--- src/sv/spr_pkg.sv ---
// Shared constants, codes and types of the shape point raster.
package spr_pkg;

  localparam int MAX_POINTS_DEF  = 256;
  localparam int CANVAS_SIZE_DEF = 64;
  localparam int FIFO_DEPTH      = 4;

  localparam logic [1:0] ACT_ADD    = 2'd0;
  localparam logic [1:0] ACT_RENDER = 2'd1;
  localparam logic [1:0] ACT_CLEAR  = 2'd2;

  localparam logic [1:0] KIND_DOT   = 2'd0;
  localparam logic [1:0] KIND_HLINE = 2'd1;
  localparam logic [1:0] KIND_VLINE = 2'd2;

  localparam logic [1:0] STATUS_OK       = 2'd0;
  localparam logic [1:0] STATUS_EMPTY    = 2'd1;
  localparam logic [1:0] STATUS_OVERSIZE = 2'd2;

  typedef enum logic [1:0] {
    OP_POINT  = 2'd0,
    OP_RENDER = 2'd1,
    OP_CLEAR  = 2'd2
  } op_t;

  typedef struct packed {
    op_t         op;
    logic [15:0] x;
    logic [15:0] y;
  } pt_op_t;

endpackage

--- src/sv/spr_fifo.sv ---
// Short op queue between the front end and the back end.
module spr_fifo
  import spr_pkg::*;
(
  input  logic   clk,
  input  logic   rst,
  input  logic   wr_valid,
  output logic   wr_ready,
  input  pt_op_t wr_data,
  output logic   rd_valid,
  input  logic   rd_ready,
  output pt_op_t rd_data
);

  localparam int PW = $clog2(FIFO_DEPTH);

  pt_op_t        entries [FIFO_DEPTH];
  logic [PW-1:0] wp;
  logic [PW-1:0] rp;
  logic [PW:0]   cnt;
  logic          do_wr;
  logic          do_rd;

  assign wr_ready = (cnt != (PW+1)'(FIFO_DEPTH));
  assign rd_valid = (cnt != '0);
  assign rd_data  = entries[rp];
  assign do_wr    = wr_valid && wr_ready;
  assign do_rd    = rd_valid && rd_ready;

  always_ff @(posedge clk) begin
    if (do_wr) entries[wp] <= wr_data;
  end

  always_ff @(posedge clk) begin
    if (rst) begin
      wp  <= '0;
      rp  <= '0;
      cnt <= '0;
    end else begin
      if (do_wr) wp <= wp + PW'(1);
      if (do_rd) rp <= rp + PW'(1);
      if (do_wr && !do_rd) cnt <= cnt + (PW+1)'(1);
      else if (do_rd && !do_wr) cnt <= cnt - (PW+1)'(1);
    end
  end

endmodule

--- config.mk ---
export PLATFORM = sky130hd
export DESIGN_NAME = spr_fifo
export DESIGN_NICKNAME = d
export VERILOG_FILES = /design/src/sv/spr_pkg.sv /design/src/sv/spr_fifo.sv
export SDC_FILE = /design/constraint.sdc
export NUM_CORES = 1
export LEC_CHECK = 0
export BUFFER_PORTS_ARGS = -buffer_cell sky130_fd_sc_hd__buf_2
export CORE_MARGIN = 2
export CORE_UTILIZATION = 24
export CTS_CLUSTER_DIAMETER = 120
export DETAILED_ROUTE_END_ITERATION = 12
export SLEW_MARGIN = 20
export SYNTH_ARGS = -nofsm -noshare
export SYNTH_HDL_FRONTEND = slang
export SYNTH_SLANG_ARGS = --single-unit
--- constraint.sdc ---
create_clock -name clk -period 4.1 [get_ports clk]
set_clock_uncertainty 0.1 [all_clocks]
set_input_delay 0.615 -clock clk [delete_from_list [all_inputs] [get_ports clk]]
set_output_delay 0.615 -clock clk [all_outputs]
set_load 0.005 [all_outputs]
## Yosys cells after proc, flatten, opt, wreduce, memory -nomap -nowiden

Memory sizes are Yosys's and may differ from the RTL's. A register that Yosys moved wholly into a read port is not among the register bits.
Cells that the tools add are included.

- Register bits: 7
- Memory bits (writable): 136
- Input port bits: 38
- Word-level logic and storage cells: 23
- Memories kept: 1

- Add/subtract/negate cells: 4
- Equal/unequal tests: 1
- Multiplexer cells: 6
- Reductions and logical operators: 8

Memory list:

| name | depth | width | rd ports | clocked after Yosys merged registers in | wr ports | RTL line | RTL |
|---|---|---|---|---|---|---|---|
| entries | 4 | 34 | 1 | 1 | 1 | spr_fifo.sv:17 | `pt_op_t entries [FIFO_DEPTH];` |

Operator list:

| cell | number |
|---|---|
| 3-bit two-way mux | 2 |
| 2-bit by 1-bit adder with 2-bit output, second input constant | 2 |
| 1-bit logical AND | 4 |
| 2-bit two-way mux | 2 |
| 3-bit by 1-bit adder with 3-bit output, second input constant | 1 |
| 3-bit != test, second input constant | 1 |
| 3-bit nonzero test | 1 |
| 3-bit by 1-bit subtractor with 3-bit output, second input constant | 1 |
| 1-bit logical NOT | 2 |
| 1-bit two-way mux | 2 |
| 2-bit nonzero test | 1 |

## Depth between registers and ports, before layout

- Depth after elaboration: 6
- Depth in mapped cells: 8

## Least setup slack after synthesis

No wires, ideal clock.

- Kind: input port to flip-flop
- Start: input port wr_valid
- End: memory entries[0][0] (netlist bit) (enable)
- Arrival: 1755 ps
- Required time: 3606 ps
- Path slack: 1851 ps
- Cell stages on the path: 2
- Buffers on the path: 0
- Cell sequence: a21boi_2 > and2_1

- Cells in the longest elaborated chain, start to end: 3

Ends and longest elaborated chain:

| item | RTL line | RTL |
|---|---|---|
| from (decl) | spr_fifo.sv:7 | `input logic wr_valid,` |
| 1-bit logical AND | spr_fifo.sv:27 | `assign do_wr = wr_valid && wr_ready;` |
| 1-bit two-way mux | spr_fifo.sv:31 | `if (do_wr) entries[wp] <= wr_data;` |
| 1-bit two-way mux (implied by the code) | spr_fifo.sv:31 |  |
| to (decl) | spr_fifo.sv:17 |  |

Every way passes these cells.

==> metrics.md <==
| Metric | Value |
|---|---|
| Core Util, Final | `30.4%` |
| Post-CTS Setup Inserts | `0` |
| Met1 wire length | `4180 µm` |
| Die W | `154 µm` |
| Crit. End Element | `primary output` |
| Max IR drop VDD | `a little under 0.3 mV` |
| Setup slack, reg-to-reg | `1.72 ns` |
| Met3 WL post-DR | `555 µm` |
| IO buf count | `73` |
| Post-DR wirelength/cell | `16.5 µm` |
| Static Leak | `2.25 nW` |
| Clock Path Buffers | `2` |
| HP Class | `in -> reg` |
| Final hold slack | `0.310 ns` |
| Clock slew at reported path FFs | `0.06 ns` |
| CTS buffer count | `17` |
| Actual slew at the worst max-slew pin | `1.01 ns` |
| R2R cell count | `8` |
| Setup CP Type | `reg -> out` |
| Dominant cell type by area after synthesis | `edfxtp_1` |
| Hold_sp | `wr_data[22]` |
| Worst Path Arrival | `~2 ns` |
| Yosys warnings | `0` |
| TNS Setup | `0 ns` |
| GRT overflow | `0` |
| Cell count after synthesis | `approximately 230` |
| Final setup fails | `0` |
| Share of cells above drive strength 1 | `44.8%` |
| All-Layer GR Usage | `8.96%` |
| Avg Cell Area, Syn | `24.0 µm²` |
| Yosys reg bits | `145` |
| Skew-Pair Late Insertion Delay | `0.42 ns` |
| Initial Utilization | `between 20% and 30%` |
| Synth cell types | `24` |
| Placed Area | `between 0.006 and 0.007 mm²` |
| Critical Path Fanout Max | `34` |
| # IOs | `74` |
| Tcrit/Tclk final | `66.2%` |
| Drt first-iter violations | `136` |
| Final nets | `roughly 360` |
| Resized Gates After CTS | `0` |
| Dpl ws | `around 1.6 ns` |
| Pwr Total | `approximately 4.3 mW` |
| Startpoint types | `flop` |
| Fmax | `0.368 GHz` |
| Max-slew headroom | `33.0%` |
| Drt total wl | `9950 µm` |
| Finished Layout Cells | `605` |
| Placer Congestion | `roughly 0.71` |
| # clock sinks | `145` |
| Area grow syn2layout | `23.4%` |
| Final HPWL DP | `6040 µm` |
| Status | `completed` |
| Synth area leaders | `edfxtp_1, mux4_2, dfxtp_1, mux4_1, ha_1` |
| Setup ws final | `1.39 ns` |
| Number of routed nets with antenna violations | `0` |
| Detailed-route DRC error count | `0` |
| Die H | `around 150 µm` |
| Final Hold Vio Count | `0` |
| Pin count of the biggest net entering global routing | `35` |
| Pre-antenna DRT Iters | `4` |
| DR vias | `roughly 2.4k` |
| RSZ-0062 raised after global routing | `no` |
| Fin. max-slew vios | `0` |
| Via density | `4.04` |
| Synth top area share | `75.3%` |
| Post-Syn Area | `0.00542 mm²` |
| First-pass GRT wire length | `15300 µm` |
| Critical Path RT | `3.38 ns` |
| Core Region | `about 0.022 mm²` |
| Vias in the first global route | `2704` |
| Register area share after synthesis | `78.7%` |
| Reg-to-reg critical path endpoint | `cnt[2]$_SDFFE_PP0P_` |
| Highest routed metal layer | `met4` |
| Met2 Wirelength | `a little over 5000 µm` |
| PD cells | `645 mW/mm²` |
| Die area | `around 0.024 mm²` |
| Rows | `54` |
| R2r startpoint | `cnt[0]$_SDFFE_PP0P_` |
| Maxcap violations | `0` |
| TritonCTS clock tree | `done` |
| H-Tree Depth | `4` |
| Dpl cells | `roughly 570` |
| Initial antenna violation count | `1` |
| Clk root buf | `clkbuf_16` |
| Final instance area | `0.00669 mm²` |
| Hold_buf cts | `0` |
| Syn_nets | `270` |
| CP Capture Point | `rd_data[18]` |
| Min Clock Period, post-route | `roughly 2.7 ns` |
-- how the worst min path moves through the flow --
| stage | end | slack [ns] | depth (start not counted) |
|---|---|---|---|
| final | entries[2][22]$_DFFE_PP_ | 0.31 | 1 |
| after global routing | entries[1][18]$_DFFE_PP_ | 0.29 | 1 |
| after CTS | entries[0][18]$_DFFE_PP_ | 0.28 | 1 |
| after detailed placement | rp[0]$_SDFFE_PP0P_ | 0.42 | 2 |
| after global placement | wp[1]$_SDFFE_PP0P_ | 0.40 | 2 |
| after floorplan | wp[1]$_SDFFE_PP0P_ | 0.38 | 2 |
-- worst max-delay path: stages (launching register included) --
cell,delay [ns]
dfxtp_2,0.97
mux4_2,0.44
buf_2,0.15
-- final cells by class --
| cell class | instances | area [µm²] |
|---|---|---|
| Sequential cell | 145 | 4270 |
| Antenna cell | 1 | 2.50 |
| Clock buffer | 17 | 425 |
| Fill cell | 2159 | 15300 |
| Clock inverter | 15 | 194 |
| Tap cell | 280 | 350 |
| Inverter | 3 | 11.3 |
| Multi-Input combinational cell | 69 | 1060 |
| Timing Repair Buffer | 75 | 380 |
-- registers in the layout, summed over array words and instances, names as in the netlist, named ones only --
register / cells
cnt: 3
entries: 136
rp: 2
wp: 2
-- Yosys cell counts --
cell / count
edfxtp_1: 136
mux4_2: 30
dfxtp_1: 9
nor2_1: 8
ha_1: 5
and2_1: 4
mux4_1: 4
xor2_1: 4
buf_12: 3
buf_2: 3
inv_1: 3
clkbuf_1: 2
mux2i_1: 2
nand2b_1: 2
or3_1: 2
a21boi_2: 1
a21oi_1: 1
buf_6: 1
fa_1: 1
mux2_2: 1
nand2_1: 1
o21ai_0: 1
o311ai_0: 1
o31ai_1: 1
-- per-layer routing --
layer  GRT usage [%]  up-vias
met4            3.84        0
met2            15.0       69
li1                -     1116
met5               0        -
met1            10.1     1245
met3            3.84       16
-- report_power, final --
part | total, mW | switching, mW | internal, mW
Clock | 1.61 | 0.635 | 0.978
Sequential | 1.88 | 0.0792 | 1.80
Combinational | 0.817 | 0.388 | 0.429
-- cell families (layout without fill, tap and decap cells) --
| group | count (synthesis) | count (layout) | synth area share, % |
|---|---|---|---|
| DFF | 145 | 145 | 78.7 |
| muxes | 37 | 37 | 15.0 |
| and+or+nand+nor | 17 | 17 | 1.55 |
| buffers and inverters | 12 | 110 | 1.94 |
| adders and majority gates | 6 | 6 | 1.52 |
| AOI/OAI and AO/OA | 5 | 5 | 0.692 |
| xor gates and xnor gates | 4 | 4 | 0.646 |
| other | 0 | 1 | 0 |
-- cell usage in the layout, fill, tap and decap left out, types with 2 or more instances in the layout --
cell	count
or3_1	2
and2_2	4
mux4_2	30
mux4_1	4
bufinv_16	3
clkbuf_16	17
edfxtp_1	136
nand2b_1	2
xor2_1	4
clkinv_2	2
nor2_1	8
dfxtp_2	2
mux2i_1	2
buf_4	2
inv_6	6
dfxtp_1	7
ha_1	5
inv_1	3
inv_8	3
buf_2	73
(Power assumes the default switching activity.)
