===== src/sv/spr_pkg.sv =====
// Shared constants, codes and types of the shape point raster.
package spr_pkg;

  localparam int MAX_POINTS_DEF  = 256;
  localparam int CANVAS_SIZE_DEF = 64;
  localparam int FIFO_DEPTH      = 4;

  localparam logic [1:0] ACT_ADD    = 2'd0;
  localparam logic [1:0] ACT_RENDER = 2'd1;
  localparam logic [1:0] ACT_CLEAR  = 2'd2;

  localparam logic [1:0] KIND_DOT   = 2'd0;
  localparam logic [1:0] KIND_HLINE = 2'd1;
  localparam logic [1:0] KIND_VLINE = 2'd2;

  localparam logic [1:0] STATUS_OK       = 2'd0;
  localparam logic [1:0] STATUS_EMPTY    = 2'd1;
  localparam logic [1:0] STATUS_OVERSIZE = 2'd2;

  typedef enum logic [1:0] {
    OP_POINT  = 2'd0,
    OP_RENDER = 2'd1,
    OP_CLEAR  = 2'd2
  } op_t;

  typedef struct packed {
    op_t         op;
    logic [15:0] x;
    logic [15:0] y;
  } pt_op_t;

endpackage


===== src/sv/spr_if.sv =====
// Channel interfaces for shape items in and row results out.
interface spr_in_if;
  logic               valid;
  logic               ready;
  logic [1:0]         action;
  logic [1:0]         shape_kind;
  logic signed [15:0] x;
  logic signed [15:0] y;
  logic [7:0]         length;

  modport source (output valid, action, shape_kind, x, y, length, input ready);
  modport sink   (input valid, action, shape_kind, x, y, length, output ready);
endinterface



===== src/sv/spr_front.sv =====
// Front end: accepts shape items and expands them into point, render and clear ops.
module spr_front
  import spr_pkg::*;
(
  input  logic   clk,
  input  logic   rst,
  spr_in_if.sink shape_in,
  output logic   push_valid,
  input  logic   push_ready,
  output pt_op_t push_data
);

  typedef enum logic [1:0] {
    F_IDLE = 2'b01,
    F_PUSH = 2'b10
  } fstate_t;

  fstate_t     state;
  pt_op_t      cur;
  logic [1:0]  kind;
  logic [7:0]  remain;
  logic        accept;
  logic        go;
  op_t         go_op;
  logic [7:0]  go_count;

  assign shape_in.ready = (state == F_IDLE);
  assign accept         = shape_in.valid && shape_in.ready;
  assign push_valid     = (state == F_PUSH);
  assign push_data      = cur;

  always_comb begin
    go       = 1'b0;
    go_op    = OP_POINT;
    go_count = 8'd1;
    unique case (shape_in.action)
      ACT_ADD: begin
        case (shape_in.shape_kind)
          KIND_DOT: go = 1'b1;
          KIND_HLINE, KIND_VLINE: begin
            go       = 1'b1;
            go_count = (shape_in.length <= 8'd1) ? 8'd1 : shape_in.length;
          end
          default: go = 1'b0;
        endcase
      end
      ACT_RENDER: begin
        go    = 1'b1;
        go_op = OP_RENDER;
      end
      ACT_CLEAR: begin
        go    = 1'b1;
        go_op = OP_CLEAR;
      end
      default: go = 1'b0;
    endcase
  end

  always_ff @(posedge clk) begin
    if (rst) begin
      state <= F_IDLE;
    end else begin
      unique case (state)
        F_IDLE: begin
          if (accept && go) begin
            cur.op <= go_op;
            cur.x  <= shape_in.x;
            cur.y  <= shape_in.y;
            kind   <= shape_in.shape_kind;
            remain <= go_count;
            state  <= F_PUSH;
          end
        end
        F_PUSH: begin
          if (push_ready) begin
            if (remain == 8'd1) begin
              state <= F_IDLE;
            end else begin
              remain <= remain - 8'd1;
              if (kind == KIND_HLINE) cur.x <= cur.x - 16'd1;
              if (kind == KIND_VLINE) cur.y <= cur.y - 16'd1;
            end
          end
        end
        default: state <= F_IDLE;
      endcase
    end
  end

endmodule


===== src/flat_wrapper.sv =====
// flat-port wrapper written by rule: the top's interface ports become plain ports
module spr_front_flat import spr_pkg::*;
  (clk, rst, push_valid, push_ready, push_data, shape_in_valid, shape_in_action, shape_in_shape_kind, shape_in_x, shape_in_y, shape_in_length, shape_in_ready);
  spr_in_if shape_in_i ();
  input  logic clk;
  input  logic rst;
  output logic push_valid;
  input  logic push_ready;
  output pt_op_t push_data;
  input wire logic [$bits(shape_in_i.valid)-1:0] shape_in_valid;
  input wire logic [$bits(shape_in_i.action)-1:0] shape_in_action;
  input wire logic [$bits(shape_in_i.shape_kind)-1:0] shape_in_shape_kind;
  input wire logic [$bits(shape_in_i.x)-1:0] shape_in_x;
  input wire logic [$bits(shape_in_i.y)-1:0] shape_in_y;
  input wire logic [$bits(shape_in_i.length)-1:0] shape_in_length;
  output wire logic [$bits(shape_in_i.ready)-1:0] shape_in_ready;
  assign shape_in_i.valid = shape_in_valid;
  assign shape_in_i.action = shape_in_action;
  assign shape_in_i.shape_kind = shape_in_shape_kind;
  assign shape_in_i.x = shape_in_x;
  assign shape_in_i.y = shape_in_y;
  assign shape_in_i.length = shape_in_length;
  assign shape_in_ready = shape_in_i.ready;
  spr_front u_core (.clk(clk), .rst(rst), .shape_in(shape_in_i), .push_valid(push_valid), .push_ready(push_ready), .push_data(push_data));
endmodule

===== config.mk =====
export PLATFORM = sky130hd
export DESIGN_NAME = spr_front_flat
export DESIGN_NICKNAME = d
export VERILOG_FILES = /design/src/sv/spr_pkg.sv /design/src/sv/spr_if.sv /design/src/sv/spr_front.sv /design/src/flat_wrapper.sv
export SDC_FILE = /design/constraint.sdc
export NUM_CORES = 1
export LEC_CHECK = 0
export BUFFER_PORTS_ARGS = -buffer_cell sky130_fd_sc_hd__buf_2
export CORE_MARGIN = 4
export CORE_UTILIZATION = 56
export DETAILED_ROUTE_END_ITERATION = 10
export PLACE_DENSITY_LB_ADDON = 0.1
export SYNTH_ARGS = -nofsm -noshare
export SYNTH_HDL_FRONTEND = slang
export SYNTH_SLANG_ARGS = --single-unit

===== constraint.sdc =====
create_clock -name clk -period 4.9 [get_ports clk]
set_input_delay 0.245 -clock clk [delete_from_list [all_inputs] [get_ports clk]]
set_output_delay 0.245 -clock clk [all_outputs]
set_load 0.05 [all_outputs]

Word level (Yosys, flattened, before mapping)

Cells that the tools add are included.

Word-level logic and storage cells: 59
Flip-flop bits (word level): 46
Output and inout port bits: 36
Input port bits: 48

$lt $le $gt $ge: 1
Reductions and logical operators: 13
Equality and inequality tests: 15
Add/sub/neg operators: 3
Bitwise logic cells: 1
Mux-type cells: 20

Operators by type and width:

| kind                                                                     | number |
|---|---|
| 32-bit two-way mux                                                       | 3 |
| 32-bit case mux with 2 select lines                                      | 1 |
| 8-bit two-way mux                                                        | 6 |
| 16-bit two-way mux                                                       | 2 |
| 16-bit by 1-bit subtractor with 16-bit output (second input constant)    | 2 |
| 8-bit case mux with 2 select lines                                       | 1 |
| 6-bit AND reduction                                                      | 2 |
| 2-bit by 1-bit == test with 1-bit output (second input constant)         | 4 |
| 2-bit == test (second input constant)                                    | 4 |
| 8-bit by 1-bit == test with 1-bit output (second input constant)         | 1 |
| 8-bit by 1-bit <= comparator with 1-bit output (second input constant)   | 1 |
| 2-bit by 1-bit inequality test with 1-bit output (second input constant) | 4 |
| 2-bit case mux with 2 select lines                                       | 2 |
| 8-bit by 1-bit subtractor with 8-bit output (second input constant)      | 1 |
| 2-bit two-way mux                                                        | 3 |
| 3-bit AND reduction                                                      | 2 |
| 5-bit AND reduction                                                      | 1 |
| 2-bit logical NOT                                                        | 2 |
| 2-bit inequality test (second input constant)                            | 2 |
| 2-bit OR reduction                                                       | 2 |
| 3-bit OR reduction                                                       | 1 |
| 1-bit logical AND                                                        | 2 |
| 1-bit case mux with 2 select lines                                       | 1 |
| 2-bit nonzero test                                                       | 1 |
| 2 further kinds                                                          | 2 |

Depth between registers and ports, before layout

Word-level depth: 7
Depth in mapped cells: 7
Gate-level depth less buffers: 6

Worst setup path before layout

No wires, ideal clock.

Kind: register to register
Start point: register u_core.cur, in the netlist u_core.push_data[16]
End point: register u_core.cur, in the netlist u_core.push_data[30] (data pin)
Period minus slack after synthesis: 2.227 ns
Slack: 2.673 ns
Library setup time: 0.270 ns
Arrival: 1.956 ns
Data required time: 4.630 ns
Cell stages (with the launch flop): 7
Path buffers: 0
Cells stage by stage: edfxtp_1 inv_1 ha_1 or4b_4 and4bb_2 xnor2_1 a21oi_1

Cells in the longest elaborated chain, start to end: 5

RTL lines:

| item                                          | line            | text |
|---|---|---|
| start: declaration                            | spr_front.sv:19 | `pt_op_t cur;` |
| 16-bit by 1-bit subtractor with 16-bit output | spr_front.sv:80 | `if (kind == KIND_HLINE) cur.x <= cur.x - 16'd1;` |
| 16-bit two-way mux                            | spr_front.sv:80 |  |
| 32-bit two-way mux                            | spr_front.sv:76 | `if (remain == 8'd1) begin` |
| 32-bit two-way mux                            | spr_front.sv:75 | `if (push_ready) begin` |
| 32-bit case mux with 2 select lines           | spr_front.sv:63 | `unique case (state)` |

Every way passes these cells. The select of a mux whose other input is x is not followed.
A chain may end at the register's enable or synchronous reset.

Worst setup path in the final report

Start point: register u_core.state[0]
End point: register u_core.state[1]

Cells in the longest elaborated chain, start to end: 5
Elaborated cells on any way between the ends: 9
Those cells by class: 5 x eq/ne; 1 x mux; 3 x reduce/logical

RTL lines:

| item                                     | line                             | text |
|---|---|---|
| start: declaration                       | spr_front.sv:18                  | `fstate_t state;` |
| start signal: assignment                 | spr_front.sv:61                  | `state <= F_IDLE;` |
| start signal: assignment                 | spr_front.sv:71                  | `state <= F_PUSH;` |
| start signal: assignment                 | spr_front.sv:77                  | `state <= F_IDLE;` |
| 2-bit by 1-bit == test with 1-bit output | spr_front.sv:27, spr_front.sv:63 |  |
| 1-bit logical AND                        | spr_front.sv:28                  | `assign accept = shape_in.valid && shape_in.ready;` |
| 1-bit logical AND                        | spr_front.sv:65                  | `if (accept && go) begin` |
| 2-bit inequality test (no line)          | -                                |  |
| 3-bit AND reduction (no line)            | -                                |  |

Several ways; a longest one is shown, not always the timed one.

==> impl_metrics.env <==
export IMPL_min_period_ps=2790
export IMPL_synth_most_common_cell="edfxtp_1"
export IMPL_grt_pass1_vias=2192
export IMPL_critPathRequiredTime_ps=5100
export IMPL_yosysUniqueCellTypes=42
export IMPL_clock_latency_ps=300
export IMPL_start_kind="register"
export IMPL_ys_seq_elements=46
export IMPL_synth_ff_type="edfxtp_1"
export IMPL_post_route_drc_count=0
export IMPL_vias_per_cell=5.49
export IMPL_p_sw_w=0.000230
export IMPL_r2r_start="u_core.state[0]"
export IMPL_period_share_pct=57.0
export IMPL_worstMarginPinSlew_ps=1150
export IMPL_powerDensity_nw_per_um2=254
export IMPL_h_tree_depth=2
export IMPL_startpoint="u_core.state[0]"
export IMPL_rrSetupSlack_ps=2110
export IMPL_slew_violations=0
export IMPL_synth_area_leaders="edfxtp_1 (48%), nor2_1 (5.6%), a21oi_1 (5.5%)"
export IMPL_hold_viol_final=0
export IMPL_diodes=0
export IMPL_crit_type="reg2reg"
export IMPL_root_buffer="clkbuf_8"
export IMPL_ioPinCount=84
export IMPL_grt_max_degree=68
export IMPL_dpl_hpwl_mm=4.53
export IMPL_crit_end="u_core.state[1]"
export IMPL_grtUsageTotal_pct=20.1
export IMPL_post_drt_wl_per_cell_um=14.5
export IMPL_syn_cell_area_um2=2740
export IMPL_synth_nets=328
export IMPL_setup_violations=0
export IMPL_rr_worst_depth=6
export IMPL_placed_area_um2=3210
export IMPL_post_cts_buffers=0
export IMPL_netlist_instances=269
export IMPL_hold_path_depth=1
export IMPL_cts_buffers=5
export IMPL_clkTransAtPathRegs_ps=80
export IMPL_yosys_warnings=0
export IMPL_die_h_um=78.0
export IMPL_crit_arrival_ps=2990
export IMPL_io_buffers=83
export IMPL_hold_start="shape_in_shape_kind[1]"
export IMPL_grt_pass1_wl_mm=9.83
export IMPL_gp_congestion=0.862
export IMPL_status="finished clean"
export IMPL_start_util_pct=58.0
export IMPL_fin_skew_ps=5.38
export IMPL_ir_drop_v=0.000153
export IMPL_max_freq_mhz=358
export IMPL_cts_resized_gates=0
export IMPL_synth_top_cell_area_share_pct=48.2
export IMPL_hp_class="in2reg"
export IMPL_cts_tree="done"
export IMPL_p_clk_share_pct=26.9
export IMPL_cts_buffer_depth=2
export IMPL_reg2reg_to="u_core.state[1]"
export IMPL_pwr_share_seq_pct=56.4
export IMPL_fin_setup_tns_ps=0
export IMPL_synth_edf_count=44
export IMPL_intPower_w=0.000605
export IMPL_routed_wirelength_mm=6.06
export IMPL_yosys_area_top_type="edfxtp_1"
export IMPL_synth_async_sr_flop_share_pct=0
export IMPL_die_area_um2=6080
export IMPL_worst_path_max_fanout=67
export IMPL_synth_commonest_cells="edfxtp_1 (44), nor2_1 (41), a21oi_1 (30)"
export IMPL_cap_viol_max_count=0
export IMPL_rsz0062_at_grt="no"
export IMPL_antenna_found_initial=0
export IMPL_grt_overflow=0
export IMPL_syn_avg_cell_area_um2=10.2
export IMPL_drt_iter0_drc=131
export IMPL_comb_power_share_pct=16.8
export IMPL_cts_hold_buf=0
export IMPL_postRouteAntennaNets=0
export IMPL_num_rows=25
export IMPL_fin_nets=409
export IMPL_num_vias=2293
export IMPL_cts_sinks=46
export IMPL_areaGrowthSynthToFinish_pct=20.0
export IMPL_p_leak_nw=1.28
export IMPL_cp_end_kind="register"
export IMPL_slew_headroom_pct=23.3
export IMPL_yosysSeqAreaShare_pct=49.7
export IMPL_die_w_um=78.0
export IMPL_swShare_pct=27.5
export IMPL_drive_gt1_share_pct=28.5
export IMPL_fp_coreArea_um2=4720
export IMPL_drt_first_pass_iters=4
export IMPL_postLayoutCellArea_um2=3290
sequential cells by signal, indices dropped and copies added, names as in the netlist:
name	cells
u_core.remain	8
u_core.push_data	34
u_core.kind	2
u_core.state	2
worst min-delay path by stage:
| stage | to | slack, ps |
|---|---|---|
| floorplan | u_core.kind[0] | 340 |
| global placement | u_core.kind[1] | 440 |
| detailed placement | u_core.kind[1] | 440 |
| CTS | u_core.kind[1] | 130 |
| global route | u_core.kind[0] | 130 |
| finish | u_core.kind[1] | 140 |
through the flow:
step                hold WS (ps)  std cells  util (%)  setup WS, ps  total power [W]
detailed placement           441        410      67.9          2170         0.000619
floorplan                    344        269         -          2670         0.000572
CTS                          135        418      69.6          2150         0.000838
global placement             444        410      67.9          2210         0.000616
global route                 134        418      69.6          1890         0.000872
finish                       140        418      69.6          2110         0.000835
power by group through the flow:
stage               Combinational (W)  Sequential [W]  Clock [W]
floorplan                   0.0000698        0.000502          0
global placement             0.000137        0.000479          0
detailed placement           0.000140        0.000479          0
CTS                          0.000141        0.000470   0.000227
global route                 0.000154        0.000473   0.000245
finish                       0.000140        0.000471   0.000224
cell type report:
| cell class | instances | area (um2) |
|---|---|---|
| Timing Repair Buffer | 83 | 415 |
| Inverter | 12 | 45.0 |
| Tap cell | 67 | 83.8 |
| Fill cell | 371 | 1440 |
| Sequential cell | 46 | 1360 |
| Multi-Input combinational cell | 202 | 1300 |
| Clock buffer | 8 | 80.1 |
cells in the final DEF, fill, tap and decap left out, types with 3 or more instances in the layout:
master / Yosys / final
and2_1: 3 / 3
xnor2_1: 14 / 14
clkbuf_1: 6 / 3
nand3_1: 6 / 6
nor2b_1: 4 / 4
nor3_1: 5 / 5
edfxtp_1: 44 / 44
a21oi_1: 30 / 30
nor4_1: 8 / 8
ha_1: 11 / 10
clkbuf_8: 0 / 5
a31oi_1: 3 / 3
xor2_1: 14 / 14
buf_2: 0 / 83
nand2_1: 16 / 16
nor2_1: 41 / 41
o22ai_1: 6 / 6
o21ai_0: 5 / 5
nand4_1: 4 / 4
inv_1: 12 / 12
routing by layer:
layer	GRT usage, %	vias to the layer above	wire length (um)
met4	4.90	0	23
li1	-	1151	-
met2	36.0	75	3030
met1	24.5	1065	2630
met3	4.18	2	372
met5	0	-	0
cells by family (layout without fill, tap and decap cells):
logic type               count (synthesis)  after routing  synth area share, %
XOR/XNOR                                28             28                 8.95
adder cells (fa/ha/maj)                 11             11                 5.02
buffers and inverters                   21            103                 2.88
flip-flops                              46             46                 49.7
AO/OA/AOI/OAI                           54             54                 11.5
multiplexers                             2              2                0.822
AND/OR/NAND/NOR                        107            107                 21.2
worst max-delay path: stages (launching register included):
cell and delay (ps):
dfxtp_1 320, inv_1 80, ha_2 940, inv_1 600, a31o_2 400, nor2b_1 140, o21a_1 180
No activity file was read; power rests on OpenSTA's default activity.
